--- src/mlp_pkg.sv ---
// Shared types, codes and the sigmoid sample function for the perceptron engine.
package mlp_pkg;

  localparam logic [2:0] MODE_HW   = 3'd0;
  localparam logic [2:0] MODE_HB   = 3'd1;
  localparam logic [2:0] MODE_OW   = 3'd2;
  localparam logic [2:0] MODE_OB   = 3'd3;
  localparam logic [2:0] MODE_FEAT = 3'd4;

  localparam logic [1:0] REG_INPUTS  = 2'd0;
  localparam logic [1:0] REG_HIDDEN  = 2'd1;
  localparam logic [1:0] REG_OUTPUTS = 2'd2;

  typedef enum logic [2:0] {
    ST_IDLE,
    ST_BIAS,
    ST_MAC,
    ST_DRAIN,
    ST_ROUND,
    ST_INDEX,
    ST_LOOKUP,
    ST_STORE
  } state_t;

  typedef struct packed {
    logic load;
    logic shift;
  } cell_ctrl_t;

  typedef struct packed {
    logic init;
    logic en;
  } mac_ctrl_t;

  // shift-subtract quotient of n by d; elaboration-time only
  function automatic longint unsigned udiv(input longint unsigned n,
                                           input longint unsigned d);
    longint unsigned q;
    longint unsigned r;
    q = '0;
    r = '0;
    for (int b = 63; b >= 0; b--) begin
      r = {r[62:0], n[b]};
      if (r >= d) begin
        r    = r - d;
        q[b] = 1'b1;
      end
    end
    return q;
  endfunction

  // sigmoid of a/4096 for a >= 0, Q0.12; elaboration-time only
  function automatic logic [12:0] sig_positive(input int a);
    longint unsigned y;
    longint unsigned term;
    longint          sum;
    longint unsigned e;
    longint unsigned den;
    longint unsigned res;
    y    = longint'(a) << 14;
    term = 64'd1 << 30;
    sum  = longint'(term);
    for (int i = 1; i <= 10; i++) begin
      term = udiv((term * y) >> 30, longint'(i));
      if (i[0]) begin
        sum = sum - longint'(term);
      end else begin
        sum = sum + longint'(term);
      end
    end
    e = longint'(sum);
    for (int i = 0; i < 4; i++) begin
      e = (e * e + (64'd1 << 29)) >> 30;
    end
    den = (64'd1 << 30) + e;
    res = udiv((64'd1 << 42) + (den >> 1), den);
    return res[12:0];
  endfunction

endpackage

--- src/mlp_cell.sv ---
// One register cell of an operand ring: loads by index, else shifts from its neighbor.
module mlp_cell #(
  parameter int W   = 16,
  parameter int IW  = 4,
  parameter int IDX = 0
) (
  input  logic                clk,
  input  mlp_pkg::cell_ctrl_t ctrl,
  input  logic [IW-1:0]       load_idx,
  input  logic [W-1:0]        load_val,
  input  logic [W-1:0]        shift_in,
  output logic [W-1:0]        q
);

  always_ff @(posedge clk) begin
    if (ctrl.load && load_idx == IW'(IDX)) begin
      q <= load_val;
    end else if (ctrl.shift) begin
      q <= shift_in;
    end
  end

endmodule

--- config.mk ---
export PLATFORM = sky130hd
export DESIGN_NAME = mlp_cell
export DESIGN_NICKNAME = d
export VERILOG_FILES = /design/src/mlp_pkg.sv /design/src/mlp_cell.sv
export SDC_FILE = /design/constraint.sdc
export NUM_CORES = 1
export LEC_CHECK = 0
export ABC_AREA = 1
export BUFFER_PORTS_ARGS = -buffer_cell sky130_fd_sc_hd__buf_2
export CAP_MARGIN = 15
export CORE_MARGIN = 1
export CORE_UTILIZATION = 40
export CTS_CLUSTER_DIAMETER = 40
export DETAILED_ROUTE_END_ITERATION = 7
export GPL_ROUTABILITY_DRIVEN = 1
export PLACE_DENSITY = 0.78
export SLEW_MARGIN = 25
export SYNTH_ARGS = -nofsm -noshare
export SYNTH_HDL_FRONTEND = slang
export SYNTH_SLANG_ARGS = --single-unit
--- constraint.sdc ---
create_clock -name clk -period 1.65 [get_ports clk]
set_input_delay 0.2475 -clock clk [delete_from_list [all_inputs] [get_ports clk]]
set_output_delay 0.2475 -clock clk [all_outputs]
set_load 0.02 [all_outputs]
==> results of run 1 <==
worst paths after layout:
| check | startpoint | to | slack [ns] | cells after the start |
|---|---|---|---|---|
| min | shift_in[7] | q[7] | 0.23 | 3 |
| max | q[6] | q[6] | 0.57 | 1 |
Yosys cell counts:
cell type / count
nor2_1: 1
inv_1: 2
buf_6: 2
nor2_4: 2
buf_2: 1
buf_4: 1
nand3_2: 1
nor2_2: 1
inv_2: 1
nand2_1: 33
edfxtp_1: 16
nand4_1: 16
metrics by stage:
stage / utilization [%] / area, um2 / hold WS (ns) / cells
2_1_floorplan: - / 793 / 0.426 / 77
3_3_place_gp: 60.3 / 1070 / 0.516 / 154
3_5_place_dp: 60.3 / 1070 / 0.518 / 154
4_1_cts: 61.8 / 1100 / 0.228 / 158
5_1_grt: 61.8 / 1100 / 0.227 / 158
6_report: 61.8 / 1100 / 0.231 / 158
routing by layer:
layer  up-vias  part of all wire (%)
li1        384                     -
met1       350                    38
met2        22                    57
met3         2                   4.2
met4         0                   1.4
met5         -                     0
area by class of cell:
type | count | area share [%]
clock buffer | 3 | 2.05
clock inverter | 1 | 0.341
inverter | 3 | 1.02
multi-input combinational | 54 | 24.2
sequential | 16 | 43.6
tap | 25 | 2.84
timing repair buffer | 56 | 25.9
cells by family after synthesis:
logic type | after synthesis | synth area share, %
simple gates | 54 | 33.6
flops | 16 | 60.6
buf+inv | 7 | 5.84
where the power goes:
part	leakage, uW	switching (uW)	internal, uW
clock network	0.0000154	114	87.6
registers	0.000157	7.51	489
logic	0.000383	115	71.8
total	0.000555	237	648
==> impl_metrics.toml, run 1 <==
[cts]
h-tree-depth = 1
clk_path_buf_depth = 2
ctsResizeCount = 0
cts_setup_buffers = 0
clk_pin_slew_worst_paths_ns = 0.09
hold_buffers = 0
clock-sinks = 16
cts_tree = "yes"
root_buffer = "clkbuf_4"
cts_inserted_buffers = 3

[place]
pre_cts_ws_ns = 0.460
hpwl_um = 1410
portBuffers = 54
gp_congestion = 0.717

[synthesis]
synth-seq-area-share_pct = 60.6
syn_area_per_cell_um2 = 10.3
synth_cells = 77
netlist.area_leader.share_pct = 60.6
syn_nets = 116
synth-seq-cells = 16
synth_area_um2 = 793
synth_area_leaders = "edfxtp_1 (61%), nand2_1 (16%), nand4_1 (13%), buf_6 (2.8%), nor2_4 (2.8%)"
synth_top_area_cell = "edfxtp_1"
yosys_warnings = 0
synth.distinct_cells = 12

[detailed_routing]
vias_per_cell = 4.80
routedWlPerCell_um = 11.3
drtPass1Iterations = 4
drt_iter0_drc = 19
drc = 0
wirelength_um = 1790
ant_nets = 0
routed-via-count = 758

[cells_and_area]
layout-drive-gt1-share_pct = 48.1
nFillCells = 169
final_cell_mix = "buf_2 (54), nand2_1 (33), nand4_1 (16), edfxtp_1 (16), clkbuf_4 (3)"
nNetsFinal = 173
synthToLayoutAreaGrowth_pct = 38.8
top_regs = "q (16)"
antennaDiodeCount = 0
largest_reg_flops = 16
regMostFlops = "q"
seq_area_um2 = 480
final_common_cell = "buf_2"
multiInputGateArea_um2 = 267

[floorplanning]
start_util_pct = 44.5
pin_count = 55
die_area_um2 = 2170
die_h_um = 46.5
die_width_um = 46.5
num_rows = 15
coreArea_um2 = 1780

[sta]
final-setup-viol-count = 0
tns_ns = 0
fmax_mhz = 925
rsz0062_at_grt = "false"
worst_pin_slew_ns = 0.441
post-route-period-util_pct = 65.5
drv_slew = 0
fin_ws_ns = 0.569
hold_viol = 0
relSlewSlack_pct = 70.6
period_needed_ns = 1.08

[pwr]
p_leak_uw = 0.000555
powerDensity_nw_per_um2 = 804
ir_worst_vdd_v = 0.000485
fin_total_pwr_uw = 886

[critical_path]
crit_chain = "buf_2"
worstPathMaxFanout = 1
end_kind = "output port"
critPathRequiredTime_ns = 1.40
start_kind = "flop"
cpLargestDelayFamily = "flip-flops"
arrival_ns = 0.83
critPathBufInv = 1
path_class = "flop to output port"
max_stage_delay_ns = 0.39
crit_slowest_cell = "edfxtp_1"

[grt]
grt_use_total_pct = 17.8
use_met1_pct = 18.4
grt_pass1_vias = 667
use_met3_pct = 2.75
met2_usage_pct = 32.8
grt_overflow = 0
grt_max_degree = 17
antenna_found_initial = 0
grt_pass1_wl_um = 2620
top_usage_layer = "met2"

[job]
maxCapViolations = 0

[run_status]
status = "completed"

[min_path]
hold_path.class = "input port to flop"
Power figures use the tool's default switching activity.
==> inputs of run 2 (changes only) <==
- clock period: 1.65 -> 1.1 ns (I/O delays scaled with it)
==> run 2 against run 1 <==
- non-clock buffer count grew 1
- critical path depth is the same
- worst setup slack lost 0.44 ns
- clock-buffer cell count is the same
- hold slack lost 0.076 ns
- critical path type unchanged
- wire length shrank 0.73%
- combinational power grew 56%
- clock power grew 41%
- cell count is the same
- via count shrank 0.53%
- global-route usage shrank 0.058 points
==> impl_metrics.toml, run 2 (synthesis gave the netlist of run 1 again) <==
[run_status]
status = "completed"

[sta]
drv_slew = 0
period_needed_ns = 0.969
rsz0062_at_grt = "false"
relSlewSlack_pct = 71.4
hold_viol = 0
tns_ns = 0
fmax_mhz = 1030
post-route-period-util_pct = 88.1
worst_pin_slew_ns = 0.429
fin_ws_ns = 0.131
final-setup-viol-count = 0

[detailed_routing]
drtPass1Iterations = 4
routedWlPerCell_um = 11.2
wirelength_um = 1770
vias_per_cell = 4.77
routed-via-count = 754
drt_iter0_drc = 21
ant_nets = 0
drc = 0

[floorplanning]
die_width_um = 46.5
pin_count = 55
coreArea_um2 = 1780
start_util_pct = 44.5
die_area_um2 = 2170
die_h_um = 46.5
num_rows = 15

[critical_path]
arrival_ns = 0.80
worstPathMaxFanout = 1
critPathBufInv = 1
cpLargestDelayFamily = "flip-flops"
path_class = "flop to output port"
crit_slowest_cell = "edfxtp_1"
max_stage_delay_ns = 0.37
start_kind = "flop"
end_kind = "output port"
critPathRequiredTime_ns = 0.94
crit_chain = "buf_2"
worst-path-stages = 1

[grt]
grt_overflow = 0
antenna_found_initial = 0
grt_use_total_pct = 17.7
grt_pass1_wl_um = 2670
grt_pass1_vias = 645
grt_max_degree = 17

[cts]
clk_pin_slew_worst_paths_ns = 0.08
cts_inserted_buffers = 3
ctsResizeCount = 0
root_buffer = "clkbuf_4"
h-tree-depth = 1
clk_path_buf_depth = 2
hold_buffers = 0
cts_setup_buffers = 0
clock-sinks = 16
cts_tree = "yes"

[min_path]
worstHoldStart = "shift_in[3]"
hold_depth = 3
min_to = "q[3]"
hold_path.class = "input port to flop"

[pwr]
switching_share_pct = 26.2
powerDensity_nw_per_um2 = 1170
p_leak_uw = 0.000563
p_comb_share_pct = 22.1
fin_total_pwr_uw = 1320
ir_worst_vdd_v = 0.000669
clkPwrFrac_pct = 21.6
seq_power_share_pct = 56.3
internal_power_uw = 974
p_sw_uw = 346

[cells_and_area]
top_regs = "q (16)"
regMostFlops = "q"
synthToLayoutAreaGrowth_pct = 41.8
seq_area_um2 = 480
final_cell_mix = "buf_2 (54), nand2_1 (32), nand4_1 (16), edfxtp_1 (16), clkbuf_4 (3)"
antennaDiodeCount = 0
final_common_cell = "buf_2"
nNetsFinal = 174
multiInputGateArea_um2 = 274
stdcell_count = 158
largest_reg_flops = 16
nFillCells = 162
layout-drive-gt1-share_pct = 49.6

[place]
hpwl_um = 1380
gp_congestion = 0.775
portBuffers = 54
place_inst = 155
pre_cts_ws_ns = 0.00821

[job]
maxCapViolations = 0
-- run 2: changes by cell type in the layout (fill, tap and decap cells not counted), sizes merged --
cell / before / now
clkinv: 1 / 0
buf: 56 / 57
-- run 2: worst max-delay path by stage --
stage	from	endpoint	slack, ns
2_1_floorplan	load_idx[3]	q[0]	0.06
3_3_place_gp	load_idx[1]	q[5]	0.04
3_5_place_dp	load_idx[1]	q[10]	0.008
4_1_cts	q[2]	q[2]	0.12
5_1_grt	q[2]	q[2]	0.06
6_report	q[2]	q[2]	0.13
-- run 2: power by group through the flow --
stage	Clock, uW	Combinational, uW	Sequential [uW]
floorplan	0	79.1	836
global placement	0	289	758
detailed placement	0	293	758
CTS	292	294	744
global route	317	319	752
finish	285	291	744
-- run 2: area by class of cell --
type	count	area share [%]
multi-input cells	54	24.4
repair buffers	57	27.1
clock buffers	3	2.00
inverters	3	1.00
well taps	25	2.78
flip-flops and latches	16	42.7
-- run 2: layer usage --
metal / vias to the layer above / global-route usage (%) / wire (um)
li1: 387 / - / -
met1: 332 / 21.2 / 669
met2: 33 / 31.4 / 985
met3: 2 / 2.35 / 100
met4: 0 / 7.06 / 19
met5: - / 0 / 0
-- run 2: metrics by stage --
stage               util, %  hold WS [ns]  area (um2)
finish                 63.1         0.155        1120
global route           63.1         0.155        1120
CTS                    63.1         0.152        1120
detailed placement     61.8         0.433        1100
global placement       61.8         0.432        1100
floorplan                 -         0.344         801
