$ cat config.mk
export PLATFORM = sky130hd
export DESIGN_NAME = mlp_mac
export DESIGN_NICKNAME = d
export VERILOG_FILES = /design/src/mlp_pkg.sv /design/src/mlp_mac.sv
export SDC_FILE = /design/constraint.sdc
export NUM_CORES = 1
export LEC_CHECK = 0
export ABC_AREA = 1
export BUFFER_PORTS_ARGS = -buffer_cell sky130_fd_sc_hd__buf_2
export CAP_MARGIN = 20
export CORE_UTILIZATION = 51
export DETAILED_ROUTE_END_ITERATION = 8
export GPL_TIMING_DRIVEN = 0
export PLACE_DENSITY = 0.77
export SETUP_SLACK_MARGIN = 0.02
export SLEW_MARGIN = 20
export SYNTH_ARGS = -nofsm -noshare
export SYNTH_HDL_FRONTEND = slang
export SYNTH_SLANG_ARGS = --single-unit
$ cat constraint.sdc
create_clock -name clk -period 7.9 [get_ports clk]
set_clock_uncertainty 0.15 [all_clocks]
set_input_delay 1.185 -clock clk [delete_from_list [all_inputs] [get_ports clk]]
set_output_delay 1.185 -clock clk [all_outputs]
set_load 0.1 [all_outputs]
$ cat src/mlp_pkg.sv
// Shared types, codes and the sigmoid sample function for the perceptron engine.
package mlp_pkg;

  localparam logic [2:0] MODE_HW   = 3'd0;
  localparam logic [2:0] MODE_HB   = 3'd1;
  localparam logic [2:0] MODE_OW   = 3'd2;
  localparam logic [2:0] MODE_OB   = 3'd3;
  localparam logic [2:0] MODE_FEAT = 3'd4;

  localparam logic [1:0] REG_INPUTS  = 2'd0;
  localparam logic [1:0] REG_HIDDEN  = 2'd1;
  localparam logic [1:0] REG_OUTPUTS = 2'd2;

  typedef enum logic [2:0] {
    ST_IDLE,
    ST_BIAS,
    ST_MAC,
    ST_DRAIN,
    ST_ROUND,
    ST_INDEX,
    ST_LOOKUP,
    ST_STORE
  } state_t;

  typedef struct packed {
    logic load;
    logic shift;
  } cell_ctrl_t;

  typedef struct packed {
    logic init;
    logic en;
  } mac_ctrl_t;

  // shift-subtract quotient of n by d; elaboration-time only
  function automatic longint unsigned udiv(input longint unsigned n,
                                           input longint unsigned d);
    longint unsigned q;
    longint unsigned r;
    q = '0;
    r = '0;
    for (int b = 63; b >= 0; b--) begin
      r = {r[62:0], n[b]};
      if (r >= d) begin
        r    = r - d;
        q[b] = 1'b1;
      end
    end
    return q;
  endfunction

  // sigmoid of a/4096 for a >= 0, Q0.12; elaboration-time only
  function automatic logic [12:0] sig_positive(input int a);
    longint unsigned y;
    longint unsigned term;
    longint          sum;
    longint unsigned e;
    longint unsigned den;
    longint unsigned res;
    y    = longint'(a) << 14;
    term = 64'd1 << 30;
    sum  = longint'(term);
    for (int i = 1; i <= 10; i++) begin
      term = udiv((term * y) >> 30, longint'(i));
      if (i[0]) begin
        sum = sum - longint'(term);
      end else begin
        sum = sum + longint'(term);
      end
    end
    e = longint'(sum);
    for (int i = 0; i < 4; i++) begin
      e = (e * e + (64'd1 << 29)) >> 30;
    end
    den = (64'd1 << 30) + e;
    res = udiv((64'd1 << 42) + (den >> 1), den);
    return res[12:0];
  endfunction

endpackage

$ cat src/mlp_mac.sv
// Multiply-accumulate unit: registered product, then wide accumulator.
module mlp_mac #(
  parameter int ACC_W = 38
) (
  input  logic                    clk,
  input  logic                    rst,
  input  mlp_pkg::mac_ctrl_t      ctrl,
  input  logic signed [15:0]      bias,
  input  logic signed [15:0]      w,
  input  logic signed [16:0]      x,
  output logic signed [ACC_W-1:0] acc
);

  logic signed [32:0] prod;
  logic               en_q;

  always_ff @(posedge clk) begin
    if (rst) begin
      en_q <= 1'b0;
    end else begin
      en_q <= ctrl.en;
    end
  end

  always_ff @(posedge clk) begin
    prod <= w * x;
    if (ctrl.init) begin
      acc <= {{(ACC_W-28){bias[15]}}, bias, 12'b0};
    end else if (en_q) begin
      acc <= acc + {{(ACC_W-33){prod[32]}}, prod};
    end
  end

endmodule

==> flow_metrics.py, run 1 <==
metrics = {
    "outcome": {
        "outcome": "complete, but fails checks",
        "violations": "design-rule violations",
    },
    "place": {
        "port_buffers": 61,
        "dp_hpwl_um": 39400,
        "placed_cells": 2668,
        "place.gp.congestion": 1.00,
    },
    "grt": {
        "grt_max_degree": 28,
        "antenna_found_initial": 0,
        "grt_pass1_wl_um": 74700,
        "grt_pass1_vias": 14600,
        "grt_usage_pct": 30.8,
        "grt.overflow.total": 0,
    },
    "setup_path": {
        "startpoint_type": "input pin",
        "critPathMostFrequentCell": "fa_1",
        "critPathArrivalTime_ns": 7.34,
        "rr_startpoint": "acc[0]",
        "crit_required_ns": 7.99,
        "reg2reg_to": "acc[20]",
        "crit_chain": "clkbuf_1 -> clkbuf_1 -> nand2_1 -> fa_1 -> inv_1 -> fa_1 -> fa_1 -> fa_1 -> fa_1 -> inv_1 -> fa_1 -> inv_1 -> ha_1 -> a21oi_1 -> o21ai_0 -> a21o_1 -> a21boi_0 -> nand2_1 -> nand2_1 -> nand2_1",
        "crit_path_max_incr_delay_ns": 0.74,
        "ff2ff_setup_slack_ns": 5.07,
        "r2r_cells": 15,
        "crit_family": "adder cells",
        "critical_path_class": "in -> reg",
        "slowest_stage": "fa_1",
        "worst-path-max-fanout": 10,
        "cp-end-kind": "register",
        "cp_num_buf_inv": 5,
    },
    "timing": {
        "tns_ns": 0,
        "report.final.slew_viol_count": 0,
        "maxSlewHeadroom_pct": 42.8,
        "worst_slew_pin_slew_ns": 0.858,
        "max_freq_mhz": 138,
        "setup_viol": 0,
        "final-hold-violation-count": 0,
        "layout_min_cycle_time_ns": 7.25,
        "rsz0062_at_grt": "no",
        "post-route-period-util_pct": 91.8,
    },
    "run": {
        "drv_cap": 0,
    },
    "detailed_routing": {
        "drt-total-wl_um": 46200,
        "route.detailed.drc": 8,
        "drt_iter0_markers": 1078,
        "wl_per_cell_um": 17.2,
        "vias": 14000,
        "dr.pass1.iters": 7,
        "via_per_inst": 5.21,
        "ant_nets": 0,
    },
    "layout": {
        "stdcell_count": 2684,
        "syn_to_final_growth_pct": 6.89,
        "nFillCells": 2974,
        "n_antenna_cell": 0,
        "final_nets": 2734,
        "drive_gt1_share_pct": 4.85,
    },
    "die": {
        "io_pins": 91,
        "die_h_um": 179,
        "die_area_um2": 32100,
        "floorplan.initialDensity_pct": 52.1,
        "num_rows": 64,
        "core_um2": 30700,
        "dieWidth_um": 179,
    },
    "clock_network": {
        "clock-sinks": 72,
        "clk_latency_ns": 0.35,
        "clockBufferDepth": 2,
        "clkTransAtPathRegs_ns": 0.06,
        "holdBufCountCts": 0,
        "cts_tree": "yes",
        "cts_setup_buffers": 0,
        "clock-root-buffer": "clkbuf_16",
        "cts_buffers": 9,
        "h-tree-depth": 3,
        "cts_resized": 0,
    },
    "min_path": {
        "worstHoldPathCells": 2,
        "hold_class": "reg -> reg",
        "hold-path-endpoint": "acc[3]",
        "hold_start": "acc[3]",
    },
    "yosys": {
        "yosys_warnings": 0,
        "synth_area_leader_cell": "fa_1",
        "synth_cells": 2211,
        "synthMuxAreaShare_pct": 0,
        "yosysSeqAreaShare_pct": 10.6,
        "syn_area_um2": 16000,
        "synth-compound-area-share_pct": 4.31,
        "synth-xor-area-share_pct": 2.35,
        "synth-adder-area-share_pct": 44.1,
        "synth_simple_gate_area_share_pct": 23.2,
        "netlist.area_leader.share_pct": 34.6,
        "synth_cell_types": 38,
        "synth.ff_latch_count": 72,
        "synth_area_leaders": "fa_1, nand2_1, inv_1",
        "syn_nets": 2662,
        "syn_area_per_cell_um2": 7.24,
        "synth_top_family_by_area": "adder cells",
    },
}
==> sequential cells by signal, indices dropped and copies added, names as in the netlist <==
register,flops
acc,38
prod,33
en_q,1
==> worst max path at each step <==
stage | startpoint | end | slack [ns] | cells past startpoint
finish | w[5] | prod[32] | 0.65 | 20
global route | w[5] | prod[32] | 0.41 | 22
CTS | w[5] | prod[32] | 0.75 | 20
detailed placement | w[5] | prod[32] | 0.40 | 20
global placement | w[7] | prod[20] | 0.45 | 21
floorplan | w[5] | prod[32] | 1.43 | 20
==> metal layers <==
metal	vias to the layer above	global-route usage, %	wire length (um)
li1	6562	-	-
met1	6679	38.1	18100
met2	604	53.1	22200
met3	127	4.92	3740
met4	0	13.5	2080
met5	-	0	0
==> worst register-to-register path, cell delays in order, from the launching register on <==
cell,delay (ns)
dfxtp_1,0.36
ha_1,0.26
inv_1,0.08
fa_1,0.46
inv_1,0.16
nand3_1,0.10
nand3_2,0.15
nand2_1,0.08
nand2_2,0.09
nand2_1,0.05
nand2_1,0.13
nand2_1,0.07
nand2_1,0.17
nand2_1,0.10
nand2_1,0.08
o21ai_1,0.09
==> cells by family (layout without fill, tap and decap cells) <==
group | after synthesis | in the layout
AND/OR/NAND/NOR | 918 | 918
buffers and inverters | 659 | 736
adder cells (fa/ha/maj) | 398 | 398
AO/OA/AOI/OAI | 121 | 121
flip-flops | 72 | 72
XOR/XNOR | 43 | 43
==> per-stage QoR <==
stage	setup WS [ns]	hold slack [ns]	utilization (%)	area, um2
2_1_floorplan	1.43	0.380	-	16000
3_3_place_gp	0.450	0.334	54.7	16800
3_5_place_dp	0.405	0.350	54.7	16800
4_1_cts	0.753	0.358	55.6	17100
5_1_grt	0.408	0.371	55.6	17100
6_report	0.647	0.360	55.6	17100
==> Yosys cell counts, drive strengths merged <==
cell type  instances
nor2             128
a21boi             2
o211ai             1
a21o               5
nor4               2
inv              591
nor3               5
or2b               1
a31o               1
nand3b             9
a31oi              4
and2               2
dfxtp             46
nand4             18
a22o               1
xnor2             18
clkbuf            67
a21oi             59
ha               121
buf                1
nand3             62
o22ai              1
o21ai             35
o21bai             9
fa               277
or2                3
edfxtp            26
o21a               3
nand2            688
xor2              25
==> cell type report <==
type                            count  area (um2)  share of cell area (%)
Multi-Input combinational cell   1480       11800                    69.1
Inverter                          591        2220                    13.0
Sequential cell                    72        1700                    9.94
Tap cell                          396         495                    2.90
Timing Repair Buffer               61         305                    1.78
Buffer                             68         256                    1.50
Clock buffer                        9         225                    1.32
Clock inverter                      7        77.6                   0.453
==> cell usage in the layout, fill, tap and decap left out, types with 27 or more instances in the layout <==
cell	instances
nand2_1	683
inv_1	587
clkbuf_1	67
nor2_1	121
ha_1	121
dfxtp_1	46
fa_1	277
nand3_1	57
a21oi_1	55
buf_2	62
o21ai_0	27
Power of run 1 is left out: the tool's default activity adds up to more than one toggle a clock period on the data nets, which glitch-free logic cannot reach.
==> run 2, diff against run 1 <==
--- a/config.mk
+++ b/config.mk
@@ -11,9 +11,8 @@
 export CORE_UTILIZATION = 51
 export DETAILED_ROUTE_END_ITERATION = 8
 export GPL_TIMING_DRIVEN = 0
-export PLACE_DENSITY = 0.77
+export PLACE_DENSITY = 0.7
 export SETUP_SLACK_MARGIN = 0.02
-export SLEW_MARGIN = 20
 export SYNTH_ARGS = -nofsm -noshare
 export SYNTH_HDL_FRONTEND = slang
 export SYNTH_SLANG_ARGS = --single-unit
==> run 2 against run 1 <==
Compared with the run above: the flow still finishes with violations (design-rule violations); non-clock buffer count rose by 1; via count fell by 0.59%; routed wire length grew 1.0%; fmax rose by 0.44%; flip-flop and latch count unchanged; first-iteration DRC count fell by 5.8%; critical endpoint unchanged; largest cell class unchanged.
==> flow_metrics.py, run 2 (same netlist as run 1, synthesis figures left out) <==
metrics = {
    "clock_network": {
        "clkTransAtPathRegs_ns": 0.06,
        "cts_buffers": 9,
        "holdBufCountCts": 0,
        "h-tree-depth": 3,
        "cts_setup_buffers": 0,
        "cts_resized": 0,
        "cts_tree": "yes",
        "clock-root-buffer": "clkbuf_16",
        "clock-sinks": 72,
        "clockBufferDepth": 2,
        "clk_latency_ns": 0.35,
    },
    "setup_path": {
        "worst-path-max-fanout": 10,
        "startpoint_type": "input pin",
        "crit_chain": "clkbuf_1 -> clkbuf_1 -> nand2_1 -> fa_1 -> fa_1 -> fa_1 -> fa_1 -> inv_1 -> fa_1 -> fa_1 -> ha_1 -> a21oi_1 -> o21ai_0 -> a21oi_1 -> nand2_1 -> nand2_1 -> nand2_1 -> nand2_1 -> nand2_1",
        "critical_path_class": "in -> reg",
        "crit_path_max_incr_delay_ns": 0.60,
        "critPathArrivalTime_ns": 7.31,
        "slowest_stage": "fa_1",
        "cp-end-kind": "register",
        "crit_required_ns": 7.99,
    },
    "grt": {
        "grt_usage_pct": 30.8,
        "grt.overflow.total": 0,
        "grt_max_degree": 22,
        "grt_pass1_wl_um": 73700,
        "antenna_found_initial": 0,
        "grt_pass1_vias": 14000,
    },
    "die": {
        "floorplan.initialDensity_pct": 52.1,
        "die_h_um": 179,
        "die_area_um2": 32100,
        "io_pins": 91,
        "dieWidth_um": 179,
        "core_um2": 30700,
        "num_rows": 64,
    },
    "layout": {
        "largest_reg_flops": 38,
        "layout_common_cells": "nand2_1, inv_1, fa_1",
        "syn_to_final_growth_pct": 7.11,
        "final_nets": 2735,
        "fin_area_um2": 17100,
        "drive_gt1_share_pct": 4.89,
        "regMostFlops": "acc",
        "final_common_cell": "nand2_1",
        "top_regs": "acc: 38 flops, prod: 33 flops, en_q: 1 flops",
        "n_antenna_cell": 0,
    },
    "timing": {
        "rsz0062_at_grt": "no",
        "worst_slew_pin_slew_ns": 0.868,
        "layout_min_cycle_time_ns": 7.22,
        "max_freq_mhz": 138,
        "maxSlewHeadroom_pct": 42.2,
        "final-hold-violation-count": 0,
        "report.final.slew_viol_count": 0,
        "tns_ns": 0,
        "setup_viol": 0,
        "post-route-period-util_pct": 91.4,
    },
    "place": {
        "dp_hpwl_um": 40000,
        "place.gp.congestion": 1.01,
        "port_buffers": 61,
        "place_area_um2": 16800,
    },
    "detailed_routing": {
        "drt_iter0_markers": 1016,
        "wl_per_cell_um": 17.4,
        "dr.pass1.iters": 7,
        "via_per_inst": 5.17,
        "ant_nets": 0,
        "vias": 13900,
        "route.detailed.drc": 12,
        "drt-total-wl_um": 46600,
    },
    "outcome": {
        "outcome": "complete, but fails checks",
        "violations": "design-rule violations",
    },
    "min_path": {
        "hold_class": "reg -> reg",
    },
    "run": {
        "drv_cap": 0,
    },
}
## run 2: changes by cell type in the layout (fill, tap and decap cells not counted), sizes merged
cell and change:
buf +1, clkbuf +1, clkinv -1
## run 2: area by class of cell
class                           instances  area (um2)
Buffer                                 68         256
Clock buffer                           10         239
Clock inverter                          6        71.3
Fill cell                            3086       13600
Inverter                              591        2220
Multi-Input combinational cell       1480       11800
Sequential cell                        72        1700
Tap cell                              396         495
Timing Repair Buffer                   62         333
## run 2: path summary, 6_finish.rpt
| path | startpoint | endpoint | slack [ns] | cells after the start |
|---|---|---|---|---|
| max | w[1] | prod[32] | 0.68 | 19 |
| min | acc[6] | acc[6] | 0.36 | 2 |
| max reg2reg | acc[0] | acc[20] | 5.08 | 15 |
| min reg2reg | acc[6] | acc[6] | 0.36 | 2 |
## run 2: worst max-delay path, delay by kind of cell
family,cells,cell delay [ns]
and+or+nand+nor,6,0.66
AOI/OAI and AO/OA,3,0.83
buffers and inverters,3,1.14
adders and majority gates,7,3.51
## run 2: per-stage QoR
step	setup WS (ns)	hold slack [ns]	utilization, %	instances
after floorplan	1.43	0.380	-	2211
after global placement	0.434	0.339	54.7	2668
after detailed placement	0.388	0.345	54.8	2669
after CTS	0.755	0.353	55.8	2685
after global routing	0.278	0.381	55.8	2685
final	0.679	0.357	55.8	2685
## run 2: metal layers
layer / routed length, um / vias up / share of wire (%) / GRT usage [%]
met5: 0 / - / 0 / 0
met1: 19500 / 6716 / 42 / 39.9
met4: 1710 / 0 / 3.7 / 10.9
li1: - / 6559 / - / -
met2: 22200 / 512 / 48 / 52.6
met3: 3220 / 102 / 6.9 / 4.16
Power of run 2 is left out for the same reason.
